$ cat config.mk
export PLATFORM = sky130hd
export DESIGN_NAME = clock_frame_replacement_flat
export DESIGN_NICKNAME = d
export VERILOG_FILES = /design/src/rtl/clkfr_pkg.sv /design/src/rtl/clkfr_req_if.sv /design/src/rtl/clkfr_rsp_if.sv /design/src/rtl/clkfr_cfg_if.sv /design/src/rtl/clkfr_ram.sv /design/src/rtl/clkfr_ctrl.sv /design/src/rtl/clkfr_dp.sv /design/src/rtl/clock_frame_replacement.sv /design/src/flat_wrapper.sv
export SDC_FILE = /design/constraint.sdc
export NUM_CORES = 2
export LEC_CHECK = 0
export ABC_AREA = 1
export BUFFER_PORTS_ARGS = -buffer_cell sky130_fd_sc_hd__buf_4
export CORE_MARGIN = 3
export CORE_UTILIZATION = 40
export DETAILED_ROUTE_END_ITERATION = 12
export MAX_ROUTING_LAYER = met4
export PLACE_DENSITY_LB_ADDON = 0.05
export SYNTH_ARGS = -nofsm -noshare
export SYNTH_HDL_FRONTEND = slang
export SYNTH_SLANG_ARGS = --single-unit
$ cat constraint.sdc
create_clock -name i_clk -period 15.06 [get_ports i_clk]
set_input_delay 1.506 -clock i_clk [delete_from_list [all_inputs] [get_ports i_clk]]
set_output_delay 1.506 -clock i_clk [all_outputs]
set_load 0.01 [all_outputs]
$ cat src/rtl/clkfr_pkg.sv
package clkfr_pkg;

    localparam int TAG_BITS     = 20;
    localparam int NUM_FRAMES_DEF = 64;
    localparam int POOL_BITS    = 7;
    localparam int FRAME_BITS   = 6;
    localparam int POOL_RESET   = 64;

    // file_mapped flag values
    localparam logic FILE_PAGE = 1'b1;
    localparam logic ANON_PAGE = 1'b0;

    typedef enum logic [1:0] {
        KIND_ALLOC = 2'd0,
        KIND_FREE  = 2'd1,
        KIND_REF   = 2'd2,
        KIND_PIN   = 2'd3
    } t_kind;

    typedef enum logic [2:0] {
        ACT_FREE_SLOT = 3'd0,
        ACT_CLEAN     = 3'd1,
        ACT_FILE_WB   = 3'd2,
        ACT_SWAP      = 3'd3,
        ACT_NO_VICTIM = 3'd4,
        ACT_FREED     = 3'd5,
        ACT_FREE_MISS = 3'd6,
        ACT_ACK       = 3'd7
    } t_action;

    typedef enum logic [3:0] {
        S_CLEAR,
        S_IDLE,
        S_DISPATCH,
        S_FIND,
        S_SWEEP_START,
        S_SWEEP,
        S_LOOK,
        S_RMW,
        S_RESP
    } t_state;

    typedef enum logic [3:0] {
        OP_NONE,
        OP_CLEAR,
        OP_DISPATCH,
        OP_FIND,
        OP_SWEEP_START,
        OP_SWEEP,
        OP_LOOK,
        OP_RMW,
        OP_RESP
    } t_op;

    typedef struct packed {
        logic valid;
        logic accessed;
        logic dirty;
        logic pinned;
        logic writable;
        logic file_mapped;
        logic user;
        logic [TAG_BITS-1:0] tag;
    } t_slot;

    typedef struct packed {
        logic in_ready;
        t_op  op;
    } t_cmd;

    typedef struct packed {
        logic req_fire;
        logic alloc;
        logic free;
        logic in_pool;
        logic fidx_ok;
        logic find_hit;
        logic look_hit;
        logic scan_last;
        logic sweep_end;
        logic out_free;
    } t_stat;

endpackage

$ cat src/rtl/clkfr_req_if.sv
interface clkfr_req_if import clkfr_pkg::*; ();
    logic                valid;
    logic                ready;
    logic [1:0]          kind;
    logic [TAG_BITS-1:0] page_tag;
    logic [5:0]          frame_index;
    logic                is_writable;
    logic                is_file_mapped;
    logic                is_user_page;
    logic                write_access;
    logic                pin_value;

    modport source (
        output valid, kind, page_tag, frame_index, is_writable, is_file_mapped,
               is_user_page, write_access, pin_value,
        input  ready
    );
    modport sink (
        input  valid, kind, page_tag, frame_index, is_writable, is_file_mapped,
               is_user_page, write_access, pin_value,
        output ready
    );
endinterface

$ cat src/rtl/clkfr_rsp_if.sv
interface clkfr_rsp_if import clkfr_pkg::*; ();
    logic                valid;
    logic                ready;
    logic [2:0]          action;
    logic [5:0]          granted_frame;
    logic [TAG_BITS-1:0] evicted_tag;

    modport source (
        output valid, action, granted_frame, evicted_tag,
        input  ready
    );
    modport sink (
        input  valid, action, granted_frame, evicted_tag,
        output ready
    );
endinterface

$ cat src/rtl/clkfr_cfg_if.sv
interface clkfr_cfg_if import clkfr_pkg::*; ();
    logic                 valid;
    logic                 ready;
    logic [POOL_BITS-1:0] data;

    modport source (
        output valid, data,
        input  ready
    );
    modport sink (
        input  valid, data,
        output ready
    );
endinterface

$ cat src/rtl/clkfr_ram.sv
module clkfr_ram #(
    parameter int WIDTH = 8,
    parameter int DEPTH = 64
) (
    input  logic                     i_clk,
    input  logic                     i_we,
    input  logic [$clog2(DEPTH)-1:0] i_waddr,
    input  logic [WIDTH-1:0]         i_wdata,
    input  logic [$clog2(DEPTH)-1:0] i_raddr,
    output logic [WIDTH-1:0]         o_rdata
);

    logic [WIDTH-1:0] r_mem [DEPTH];
    logic [WIDTH-1:0] r_rdata;

    always_ff @(posedge i_clk) begin
        if (i_we) begin
            r_mem[i_waddr] <= i_wdata;
        end
        r_rdata <= r_mem[i_raddr];
    end

    assign o_rdata = r_rdata;

endmodule

$ cat src/rtl/clkfr_ctrl.sv
module clkfr_ctrl import clkfr_pkg::*; (
    input  logic  i_clk,
    input  logic  i_rst_n,
    input  t_stat i_stat,
    output t_cmd  o_cmd
);

    t_state r_state;
    t_state n_state;

    always_ff @(posedge i_clk) begin
        if (!i_rst_n) begin
            r_state <= S_CLEAR;
        end else begin
            r_state <= n_state;
        end
    end

    always_comb begin
        n_state = r_state;
        unique case (r_state)
            S_CLEAR: begin
                if (i_stat.scan_last) n_state = S_IDLE;
            end
            S_IDLE: begin
                if (i_stat.req_fire) n_state = S_DISPATCH;
            end
            S_DISPATCH: begin
                priority if (i_stat.alloc && i_stat.in_pool) n_state = S_FIND;
                else if (i_stat.alloc)                       n_state = S_SWEEP;
                else if (i_stat.free)                        n_state = S_LOOK;
                else if (i_stat.fidx_ok)                     n_state = S_RMW;
                else                                         n_state = S_RESP;
            end
            S_FIND: begin
                priority if (i_stat.find_hit)  n_state = S_RESP;
                else if (i_stat.scan_last)     n_state = S_SWEEP_START;
                else                           n_state = S_FIND;
            end
            S_SWEEP_START: begin
                n_state = S_SWEEP;
            end
            S_SWEEP: begin
                if (i_stat.sweep_end) n_state = S_RESP;
            end
            S_LOOK: begin
                if (i_stat.look_hit || i_stat.scan_last) n_state = S_RESP;
            end
            S_RMW: begin
                n_state = S_RESP;
            end
            S_RESP: begin
                if (i_stat.out_free) n_state = S_IDLE;
            end
            default: begin
                n_state = S_IDLE;
            end
        endcase
    end

    always_comb begin
        o_cmd.in_ready = 1'b0;
        o_cmd.op       = OP_NONE;
        unique case (r_state)
            S_CLEAR:       o_cmd.op = OP_CLEAR;
            S_IDLE:        o_cmd.in_ready = 1'b1;
            S_DISPATCH:    o_cmd.op = OP_DISPATCH;
            S_FIND:        o_cmd.op = OP_FIND;
            S_SWEEP_START: o_cmd.op = OP_SWEEP_START;
            S_SWEEP:       o_cmd.op = OP_SWEEP;
            S_LOOK:        o_cmd.op = OP_LOOK;
            S_RMW:         o_cmd.op = OP_RMW;
            S_RESP:        o_cmd.op = OP_RESP;
            default:       o_cmd.op = OP_NONE;
        endcase
    end

endmodule

$ cat src/rtl/clkfr_dp.sv
module clkfr_dp import clkfr_pkg::*; #(
    parameter int NUM_FRAMES = NUM_FRAMES_DEF
) (
    input  logic   i_clk,
    input  logic   i_rst_n,
    input  t_cmd   i_cmd,
    output t_stat  o_stat,
    clkfr_req_if.sink   i_req,
    clkfr_rsp_if.source o_rsp,
    clkfr_cfg_if.sink   i_cfg
);

    localparam int IW = $clog2(NUM_FRAMES);
    localparam int UW = $clog2(NUM_FRAMES + 1);
    localparam int MW = $clog2(2 * NUM_FRAMES + 1);
    localparam int CW = UW + POOL_BITS;
    localparam int XW = IW + FRAME_BITS;

    // configuration and table state
    logic [POOL_BITS-1:0]  r_pool;
    logic [IW-1:0]         r_hand, n_hand;
    logic [UW-1:0]         r_fiu, n_fiu;

    // latched request word
    t_kind                 r_kind;
    logic [TAG_BITS-1:0]   r_tag;
    logic [FRAME_BITS-1:0] r_fidx;
    logic                  r_wr, r_file, r_user, r_wacc, r_pin;

    // scan state
    logic [IW-1:0]         r_pos, n_pos;
    logic [MW-1:0]         r_moves, n_moves;
    logic                  r_user_req, n_user_req;

    // pending result and output register
    t_action               r_res_act, n_res_act;
    logic [IW-1:0]         r_res_frame, n_res_frame;
    logic [TAG_BITS-1:0]   r_res_tag, n_res_tag;
    logic                  r_out_valid, n_out_valid;
    t_action               r_out_act;
    logic [FRAME_BITS-1:0] r_out_frame;
    logic [TAG_BITS-1:0]   r_out_tag;

    // memory port
    logic                  ram_we;
    logic [IW-1:0]         ram_waddr, ram_raddr;
    t_slot                 ram_wdata, ram_rdata;

    logic                  req_fire, out_free, out_load;
    logic [IW-1:0]         pos_inc, fidx_addr;
    logic                  scan_last, in_pool, fidx_ok;
    logic [CW-1:0]         pool_x, pool_eff;
    logic [XW-1:0]         fidx_x, frame_x;
    t_slot                 fill;
    logic                  check, cand, budget_out;
    logic                  find_hit, look_hit, sweep_end;
    t_action               vict_act;

    clkfr_ram #(
        .WIDTH ($bits(t_slot)),
        .DEPTH (NUM_FRAMES)
    ) u_ram (
        .i_clk   (i_clk),
        .i_we    (ram_we),
        .i_waddr (ram_waddr),
        .i_wdata (ram_wdata),
        .i_raddr (ram_raddr),
        .o_rdata (ram_rdata)
    );

    assign i_req.ready = i_cmd.in_ready;
    assign i_cfg.ready = 1'b1;
    assign req_fire    = i_req.valid && i_cmd.in_ready;
    assign out_free    = !r_out_valid || o_rsp.ready;
    assign out_load    = (i_cmd.op == OP_RESP) && out_free;

    assign scan_last = (r_pos == IW'(NUM_FRAMES - 1));
    assign pos_inc   = scan_last ? '0 : r_pos + 1'b1;

    // pool register clamped to 1..NUM_FRAMES
    always_comb begin
        pool_x = CW'(r_pool);
        priority if (pool_x == '0)                  pool_eff = CW'(1);
        else if (pool_x > CW'(NUM_FRAMES))          pool_eff = CW'(NUM_FRAMES);
        else                                        pool_eff = pool_x;
    end
    assign in_pool = CW'(r_fiu) < pool_eff;

    assign fidx_x    = XW'(r_fidx);
    assign fidx_ok   = fidx_x < XW'(NUM_FRAMES);
    assign fidx_addr = fidx_x[IW-1:0];

    always_comb begin
        fill             = '0;
        fill.valid       = 1'b1;
        fill.writable    = r_wr;
        fill.file_mapped = r_file;
        fill.user        = r_user;
        fill.tag         = r_tag;
    end

    // writeback action of a victim
    always_comb begin
        vict_act = ACT_CLEAN;
        if (ram_rdata.dirty && ram_rdata.writable) begin
            unique case (ram_rdata.file_mapped)
                FILE_PAGE: vict_act = ACT_FILE_WB;
                ANON_PAGE: vict_act = ACT_SWAP;
            endcase
        end
    end

    // second-chance step on the slot at r_pos
    assign check      = ram_rdata.valid && (!r_user_req || ram_rdata.user);
    assign cand       = check && !ram_rdata.accessed;
    assign budget_out = (r_moves == MW'(2 * NUM_FRAMES));

    assign find_hit  = !ram_rdata.valid;
    assign look_hit  = ram_rdata.valid && (ram_rdata.tag == r_tag);
    assign sweep_end = budget_out || (cand && !ram_rdata.pinned);

    always_comb begin
        ram_we      = 1'b0;
        ram_waddr   = r_pos;
        ram_wdata   = ram_rdata;
        ram_raddr   = pos_inc;
        n_pos       = r_pos;
        n_moves     = r_moves;
        n_user_req  = r_user_req;
        n_hand      = r_hand;
        n_fiu       = r_fiu;
        n_res_act   = r_res_act;
        n_res_frame = r_res_frame;
        n_res_tag   = r_res_tag;
        unique case (i_cmd.op)
            OP_CLEAR: begin
                ram_we    = 1'b1;
                ram_wdata = '0;
                n_pos     = pos_inc;
            end
            OP_DISPATCH: begin
                n_moves     = '0;
                n_user_req  = 1'b0;
                n_res_act   = ACT_ACK;
                n_res_frame = '0;
                n_res_tag   = '0;
                priority if ((r_kind == KIND_ALLOC && in_pool) || r_kind == KIND_FREE) begin
                    ram_raddr = '0;
                    n_pos     = '0;
                end else if (r_kind == KIND_ALLOC) begin
                    ram_raddr = r_hand;
                    n_pos     = r_hand;
                end else begin
                    ram_raddr = fidx_addr;
                    n_pos     = fidx_addr;
                end
            end
            OP_SWEEP_START: begin
                ram_raddr  = r_hand;
                n_pos      = r_hand;
                n_moves    = '0;
                n_user_req = 1'b0;
            end
            OP_FIND: begin
                if (find_hit) begin
                    ram_we      = 1'b1;
                    ram_wdata   = fill;
                    n_fiu       = r_fiu + 1'b1;
                    n_res_act   = ACT_FREE_SLOT;
                    n_res_frame = r_pos;
                end else begin
                    n_pos = pos_inc;
                end
            end
            OP_LOOK: begin
                priority if (look_hit) begin
                    ram_we             = 1'b1;
                    ram_wdata.valid    = 1'b0;
                    ram_wdata.accessed = 1'b0;
                    ram_wdata.dirty    = 1'b0;
                    ram_wdata.pinned   = 1'b0;
                    if (r_fiu != '0) n_fiu = r_fiu - 1'b1;
                    n_res_act   = ACT_FREED;
                    n_res_frame = r_pos;
                end else if (scan_last) begin
                    n_res_act = ACT_FREE_MISS;
                end else begin
                    n_pos = pos_inc;
                end
            end
            OP_RMW: begin
                if (ram_rdata.valid) begin
                    ram_we = 1'b1;
                    if (r_kind == KIND_REF) begin
                        ram_wdata.accessed = 1'b1;
                        if (r_wacc) ram_wdata.dirty = 1'b1;
                    end else begin
                        ram_wdata.pinned = r_pin;
                    end
                end
            end
            OP_SWEEP: begin
                if (check && ram_rdata.accessed) begin
                    ram_we             = 1'b1;
                    ram_wdata.accessed = 1'b0;
                    n_user_req         = 1'b1;
                end
                if (cand) n_user_req = 1'b0;
                if (budget_out) begin
                    n_hand      = r_pos;
                    n_res_act   = ACT_NO_VICTIM;
                    n_res_frame = '0;
                    n_res_tag   = '0;
                end else begin
                    n_moves = r_moves + 1'b1;
                    n_pos   = pos_inc;
                    if (cand && !ram_rdata.pinned) begin
                        ram_we      = 1'b1;
                        ram_wdata   = fill;
                        n_hand      = pos_inc;
                        n_res_act   = vict_act;
                        n_res_frame = r_pos;
                        n_res_tag   = ram_rdata.tag;
                    end
                end
            end
            OP_NONE, OP_RESP: begin
            end
            default: begin
            end
        endcase
    end

    assign n_out_valid = out_load ? 1'b1 : (o_rsp.ready ? 1'b0 : r_out_valid);
    assign frame_x     = XW'(r_res_frame);

    always_ff @(posedge i_clk) begin
        if (!i_rst_n) begin
            r_pool      <= POOL_BITS'(POOL_RESET);
            r_hand      <= '0;
            r_fiu       <= '0;
            r_pos       <= '0;
            r_out_valid <= 1'b0;
        end else begin
            if (i_cfg.valid) r_pool <= i_cfg.data;
            r_hand      <= n_hand;
            r_fiu       <= n_fiu;
            r_pos       <= n_pos;
            r_out_valid <= n_out_valid;
        end
    end

    always_ff @(posedge i_clk) begin
        r_moves     <= n_moves;
        r_user_req  <= n_user_req;
        r_res_act   <= n_res_act;
        r_res_frame <= n_res_frame;
        r_res_tag   <= n_res_tag;
        if (req_fire) begin
            r_kind <= t_kind'(i_req.kind);
            r_tag  <= i_req.page_tag;
            r_fidx <= i_req.frame_index;
            r_wr   <= i_req.is_writable;
            r_file <= i_req.is_file_mapped;
            r_user <= i_req.is_user_page;
            r_wacc <= i_req.write_access;
            r_pin  <= i_req.pin_value;
        end
        if (out_load) begin
            r_out_act   <= r_res_act;
            r_out_frame <= frame_x[FRAME_BITS-1:0];
            r_out_tag   <= r_res_tag;
        end
    end

    assign o_rsp.valid         = r_out_valid;
    assign o_rsp.action        = r_out_act;
    assign o_rsp.granted_frame = r_out_frame;
    assign o_rsp.evicted_tag   = r_out_tag;

    always_comb begin
        o_stat.req_fire  = req_fire;
        o_stat.alloc     = (r_kind == KIND_ALLOC);
        o_stat.free      = (r_kind == KIND_FREE);
        o_stat.in_pool   = in_pool;
        o_stat.fidx_ok   = fidx_ok;
        o_stat.find_hit  = find_hit;
        o_stat.look_hit  = look_hit;
        o_stat.scan_last = scan_last;
        o_stat.sweep_end = sweep_end;
        o_stat.out_free  = out_free;
    end

endmodule

$ cat src/rtl/clock_frame_replacement.sv
// one request at a time; a word is accepted only in idle, after the previous result is staged
// allocate under the pool size: lowest free slot, scanned from slot 0, else an eviction sweep
// eviction: one slot per cycle through the slot memory read port, starting at the hand
// free by tag: scan from slot 0 for the valid slot with the tag; a miss after the last slot
// reference and pin: read-modify-write of the slot at frame_index, if that index is in range
// after reset a clearing pass over all slots empties the table; requests wait, config is taken
module clock_frame_replacement import clkfr_pkg::*; #(
    parameter int NUM_FRAMES = NUM_FRAMES_DEF
) (
    input logic         i_clk,
    input logic         i_rst_n,
    clkfr_req_if.sink   i_req,
    clkfr_rsp_if.source o_rsp,
    clkfr_cfg_if.sink   i_cfg
);

    t_cmd  w_cmd;
    t_stat w_stat;

    clkfr_ctrl u_ctrl (
        .i_clk   (i_clk),
        .i_rst_n (i_rst_n),
        .i_stat  (w_stat),
        .o_cmd   (w_cmd)
    );

    clkfr_dp #(
        .NUM_FRAMES (NUM_FRAMES)
    ) u_dp (
        .i_clk   (i_clk),
        .i_rst_n (i_rst_n),
        .i_cmd   (w_cmd),
        .o_stat  (w_stat),
        .i_req   (i_req),
        .o_rsp   (o_rsp),
        .i_cfg   (i_cfg)
    );

endmodule
$ cat src/flat_wrapper.sv
// flat-port wrapper written by rule: the top's interface ports become plain ports
module clock_frame_replacement_flat import clkfr_pkg::*;
#(
    parameter int NUM_FRAMES = NUM_FRAMES_DEF
)
  (i_clk, i_rst_n, i_req_valid, i_req_kind, i_req_page_tag, i_req_frame_index, i_req_is_writable, i_req_is_file_mapped, i_req_is_user_page, i_req_write_access, i_req_pin_value, i_req_ready, o_rsp_valid, o_rsp_action, o_rsp_granted_frame, o_rsp_evicted_tag, o_rsp_ready, i_cfg_valid, i_cfg_data, i_cfg_ready);
  clkfr_req_if i_req_i ();
  clkfr_rsp_if o_rsp_i ();
  clkfr_cfg_if i_cfg_i ();
  input logic i_clk;
  input logic i_rst_n;
  input wire logic [$bits(i_req_i.valid)-1:0] i_req_valid;
  input wire logic [$bits(i_req_i.kind)-1:0] i_req_kind;
  input wire logic [$bits(i_req_i.page_tag)-1:0] i_req_page_tag;
  input wire logic [$bits(i_req_i.frame_index)-1:0] i_req_frame_index;
  input wire logic [$bits(i_req_i.is_writable)-1:0] i_req_is_writable;
  input wire logic [$bits(i_req_i.is_file_mapped)-1:0] i_req_is_file_mapped;
  input wire logic [$bits(i_req_i.is_user_page)-1:0] i_req_is_user_page;
  input wire logic [$bits(i_req_i.write_access)-1:0] i_req_write_access;
  input wire logic [$bits(i_req_i.pin_value)-1:0] i_req_pin_value;
  output wire logic [$bits(i_req_i.ready)-1:0] i_req_ready;
  output wire logic [$bits(o_rsp_i.valid)-1:0] o_rsp_valid;
  output wire logic [$bits(o_rsp_i.action)-1:0] o_rsp_action;
  output wire logic [$bits(o_rsp_i.granted_frame)-1:0] o_rsp_granted_frame;
  output wire logic [$bits(o_rsp_i.evicted_tag)-1:0] o_rsp_evicted_tag;
  input wire logic [$bits(o_rsp_i.ready)-1:0] o_rsp_ready;
  input wire logic [$bits(i_cfg_i.valid)-1:0] i_cfg_valid;
  input wire logic [$bits(i_cfg_i.data)-1:0] i_cfg_data;
  output wire logic [$bits(i_cfg_i.ready)-1:0] i_cfg_ready;
  assign i_req_i.valid = i_req_valid;
  assign i_req_i.kind = i_req_kind;
  assign i_req_i.page_tag = i_req_page_tag;
  assign i_req_i.frame_index = i_req_frame_index;
  assign i_req_i.is_writable = i_req_is_writable;
  assign i_req_i.is_file_mapped = i_req_is_file_mapped;
  assign i_req_i.is_user_page = i_req_is_user_page;
  assign i_req_i.write_access = i_req_write_access;
  assign i_req_i.pin_value = i_req_pin_value;
  assign i_req_ready = i_req_i.ready;
  assign o_rsp_valid = o_rsp_i.valid;
  assign o_rsp_action = o_rsp_i.action;
  assign o_rsp_granted_frame = o_rsp_i.granted_frame;
  assign o_rsp_evicted_tag = o_rsp_i.evicted_tag;
  assign o_rsp_i.ready = o_rsp_ready;
  assign i_cfg_i.valid = i_cfg_valid;
  assign i_cfg_i.data = i_cfg_data;
  assign i_cfg_ready = i_cfg_i.ready;
  clock_frame_replacement #(.NUM_FRAMES(NUM_FRAMES)) u_core (.i_clk(i_clk), .i_rst_n(i_rst_n), .i_req(i_req_i), .o_rsp(o_rsp_i), .i_cfg(i_cfg_i));
endmodule
==> flow_summary_export.csv <==
group,metric,value,unit
cts,cts_inserted_buffers,205,
floorplanning,core,205000,um^2
synthesis,syn_area,82500,um^2
global_route,grt_max_degree,157,
cells_and_area,syn2layout_area_growth,13.0,%
worst_setup_path,cpPeakStageDelay,700,ps
routing,wl_per_cell,26.6,um
synthesis,synth_cell_types,50,
global_route,overflow,0,
synthesis,synthXorXnorAreaFrac,0.138,%
routing,wl_met1,119,mm
routing,routed.top_layer,"met4",
flow_run,drv_cap,0,
timing,skew,42.4,ps
synthesis,synth-simple-area-share,22.7,%
floorplanning,die-width,460,um
worst_setup_path,cp_cell_sequence,"nor2_1 > nand2_1 > o31ai_1 > nand2_1 > ha_1 > nand2_1 > nor2_1 > nand2_1 > nand2_1 > nand2_1 > nand3_1 > nand2_1 > nand2_8 > nand2_8 > inv_6 > buf_4 > buf_4 > nand2_1 > nand3_1 > nand3_1 > nand3_1 > nand3_1 > nand3_1 > nand2_1",
cts,ctsHoldBuffers,0,
floorplanning,die_area,212000,um^2
timing,setup_tns,0,ps
synthesis,synth_top_area_share,66.6,%
placement,port-buffer-count,75,
routing,drt-total-wl,276,mm
timing,finalSetupViolations,0,
routing,drtAntennaViolNets,0,
synthesis,synth_fa_ha_area_share,0.237,%
timing,period_minus_slack,6460,ps
routing,firstDrtPassIters,5,
worst_setup_path,required,15760,ps
synthesis,synth_area_leaders,"edfxtp_1 67%, nand3_1 11%, nand2_1 5.7%",
timing,holdWs,417,ps
outcome,status,"finished clean",
worst_setup_path,cpMostUsedCell,"nand2_1",
cts,cts_root_buf,"clkbuf_16",
global_route,grt_pass1_vias,53400,
worst_setup_path,path_max_fanout,81,
timing,hold_viol,0,
routing,wl_met3,17.1,mm
synthesis,synth_mux_area_share,0,%
cts,clock_latency,860,ps
synthesis,synthFlopType,"edfxtp_1",
routing,vias,55700,
placement,place_congestion,0.814,
global_route,grt_usage,26.6,%
power,power.density,238,nW/um^2
timing,period_share,42.9,%
floorplanning,dieHeight,460,um
worst_setup_path,crit_arrival,7160,ps
floorplanning,fp-row-count,166,
global_route,antenna_found_initial,9,
timing,max_freq,155,MHz
synthesis,synthTopCellsByCount,"1,828 x edfxtp_1, 1,806 x nand3_1, 1,260 x nand2_1",
synthesis,postSynthAreaPerCell,11.0,um^2
worst_setup_path,path_class,"flop to flop",
cells_and_area,layout-drive-gt1-share,8.33,%
synthesis,synth_top_family_by_area,"simple AND/OR/NAND/NOR gates",
cts,cts_resized,0,
synthesis,postSynth.asyncResetShare,0,%
timing,tightest_slew,1220,ps
timing,final-max-slew-violation-count,0,
timing,rsz0062_at_grt,"false",
timing,maxSlewHeadroom,18.6,%
floorplanning,io_pins,77,
cts,clk_pin_slew_worst_paths,60,ps
synthesis,synth_top_cell_by_area,"edfxtp_1",
synthesis,synth.most_common_cell,"edfxtp_1",
synthesis,synth_edf_count,1828,
worst_setup_path,cp-start-kind,"flop",
synthesis,synth_cells,7521,
routing,vias_per_cell,5.37,
worst_setup_path,cpMaxStageDelayCell,"buf_4",
worst_setup_path,endpoint_kind,"flop",
worst_hold_path,hold_class,"flop to flop",
synthesis,synth_compound_area_share,1.05,%
routing,first_iter_violations,5617,
power,total_power,22.2,mW
routing,met2_length,129,mm
placement,dp_hpwl,146,mm
floorplanning,initial_core_util,40.3,%
synthesis,synth-seq-cells,1886,
global_route,grt_pass1_wl,395,mm
cts,cts_buffer_depth,3,
cells_and_area,layout.nets,7567,
cts,post_cts_buffers,0,
routing,route.detailed.drc,0,
power,leakagePower,36.2,nW
cts,cts_htree_levels,4,
power,ir_worst_vdd,0.226,mV
synthesis,ys_warn_count,0,
cts,cts.sinks,1886,
synthesis,yosysSeqAreaShare,68.0,%
synthesis,syn-num-nets,7581,
cts,cts_tree,"done",
worst paths after layout:
check	start	cells after the start	endpoint	slack, ps
worst max-delay path	u_core.u_dp.r_pool[2]$_SDFFE_PN0P_	24	u_core.u_dp.u_ram.o_rdata[13]$_DFF_P_	8600
worst min-delay path	u_core.u_dp.r_res_tag[7]$_SDFFCE_PP0P_	0	u_core.u_dp.o_rsp.evicted_tag[7]$_DFFE_PP_	420
worst max register to register	u_core.u_dp.r_pool[2]$_SDFFE_PN0P_	24	u_core.u_dp.u_ram.o_rdata[13]$_DFF_P_	8600
worst min register to register	u_core.u_dp.r_res_tag[7]$_SDFFCE_PP0P_	0	u_core.u_dp.o_rsp.evicted_tag[7]$_DFFE_PP_	420
cells in the final DEF, fill, tap and decap left out, types with 32 or more instances in the layout:
cell / count
dfxtp_1: 58
nand3b_1: 540
inv_1: 1185
buf_4: 232
nand3_1: 1806
nor2_4: 66
clkbuf_1: 57
nor2_1: 85
edfxtp_1: 1828
clkinv_1: 56
o21ai_0: 45
nand2_1: 1257
clkbuf_16: 207
a21oi_1: 32
logic make-up (layout without fill, tap and decap cells):
group                    Yosys count  in the layout
AO/OA/AOI/OAI                    142            142
XOR/XNOR                          13             13
adder cells (fa/ha/maj)           15             15
buffers and inverters           1663           1823
flip-flops                      1886           1886
other                              1              4
AND/OR/NAND/NOR                 3801           3801
report_power, final:
group          switching [mW]  internal, mW  leakage (nW)
clock network            2.12          2.77          3.12
logic                    7.76          2.26          15.8
registers               0.188          7.09          17.2
total                    10.1          12.1          36.2
sequential cells by signal (all words and copies together) (netlist names), 2 cells and up:
register and count:
u_core.u_ctrl.r_state 4, u_core.u_dp.fidx_addr 6, u_core.u_dp.o_rsp.action 3, u_core.u_dp.o_rsp.evicted_tag 20, u_core.u_dp.o_rsp.granted_frame 6, u_core.u_dp.r_fiu 7, u_core.u_dp.r_hand 6, u_core.u_dp.r_kind 2
u_core.u_dp.r_moves 8, u_core.u_dp.r_pool 7, u_core.u_dp.r_pos 6, u_core.u_dp.r_res_act 3, u_core.u_dp.r_res_frame 6, u_core.u_dp.r_res_tag 20, u_core.u_dp.r_tag 20, u_core.u_dp.u_ram.o_rdata 27
u_core.u_dp.u_ram.r_mem 1728
worst max-delay path: cells and delay by family (launching register included):
kind | cells | cell delay, ps
simple gates | 19 | 3250
buf+inv | 3 | 1830
flops | 1 | 320
compound gates | 1 | 320
fa+ha+maj | 1 | 310
metal layers:
metal	GRT usage [%]	vias up
li1	-	25700
met1	35.2	28000
met2	41.7	1696
met3	4.23	399
met4	9.61	0
met5	-	-
metrics by stage:
stage / utilization, % / cells / instance area [um^2] / setup WS, ps
after CTS: 45.5 / 10400 / 93100 / 8590
after detailed placement: 42.4 / 9988 / 86700 / 8580
after global routing: 45.5 / 10400 / 93200 / 8080
final: 45.5 / 10400 / 93200 / 8600
after floorplan: - / 7521 / 82500 / 9990
after global placement: 42.4 / 9988 / 86700 / 8480
final cells by class:
| type | instances | area, um^2 |
|---|---|---|
| multi-input combinational | 3972 | 20900 |
| timing repair buffer | 242 | 1940 |
| clock inverter | 111 | 926 |
| fill | 19000 | 112000 |
| sequential | 1886 | 56100 |
| tap | 2688 | 3360 |
| clock buffer | 270 | 5480 |
| antenna | 3 | 7.51 |
| inverter | 1200 | 4510 |
Power figures use the tool's default switching activity.
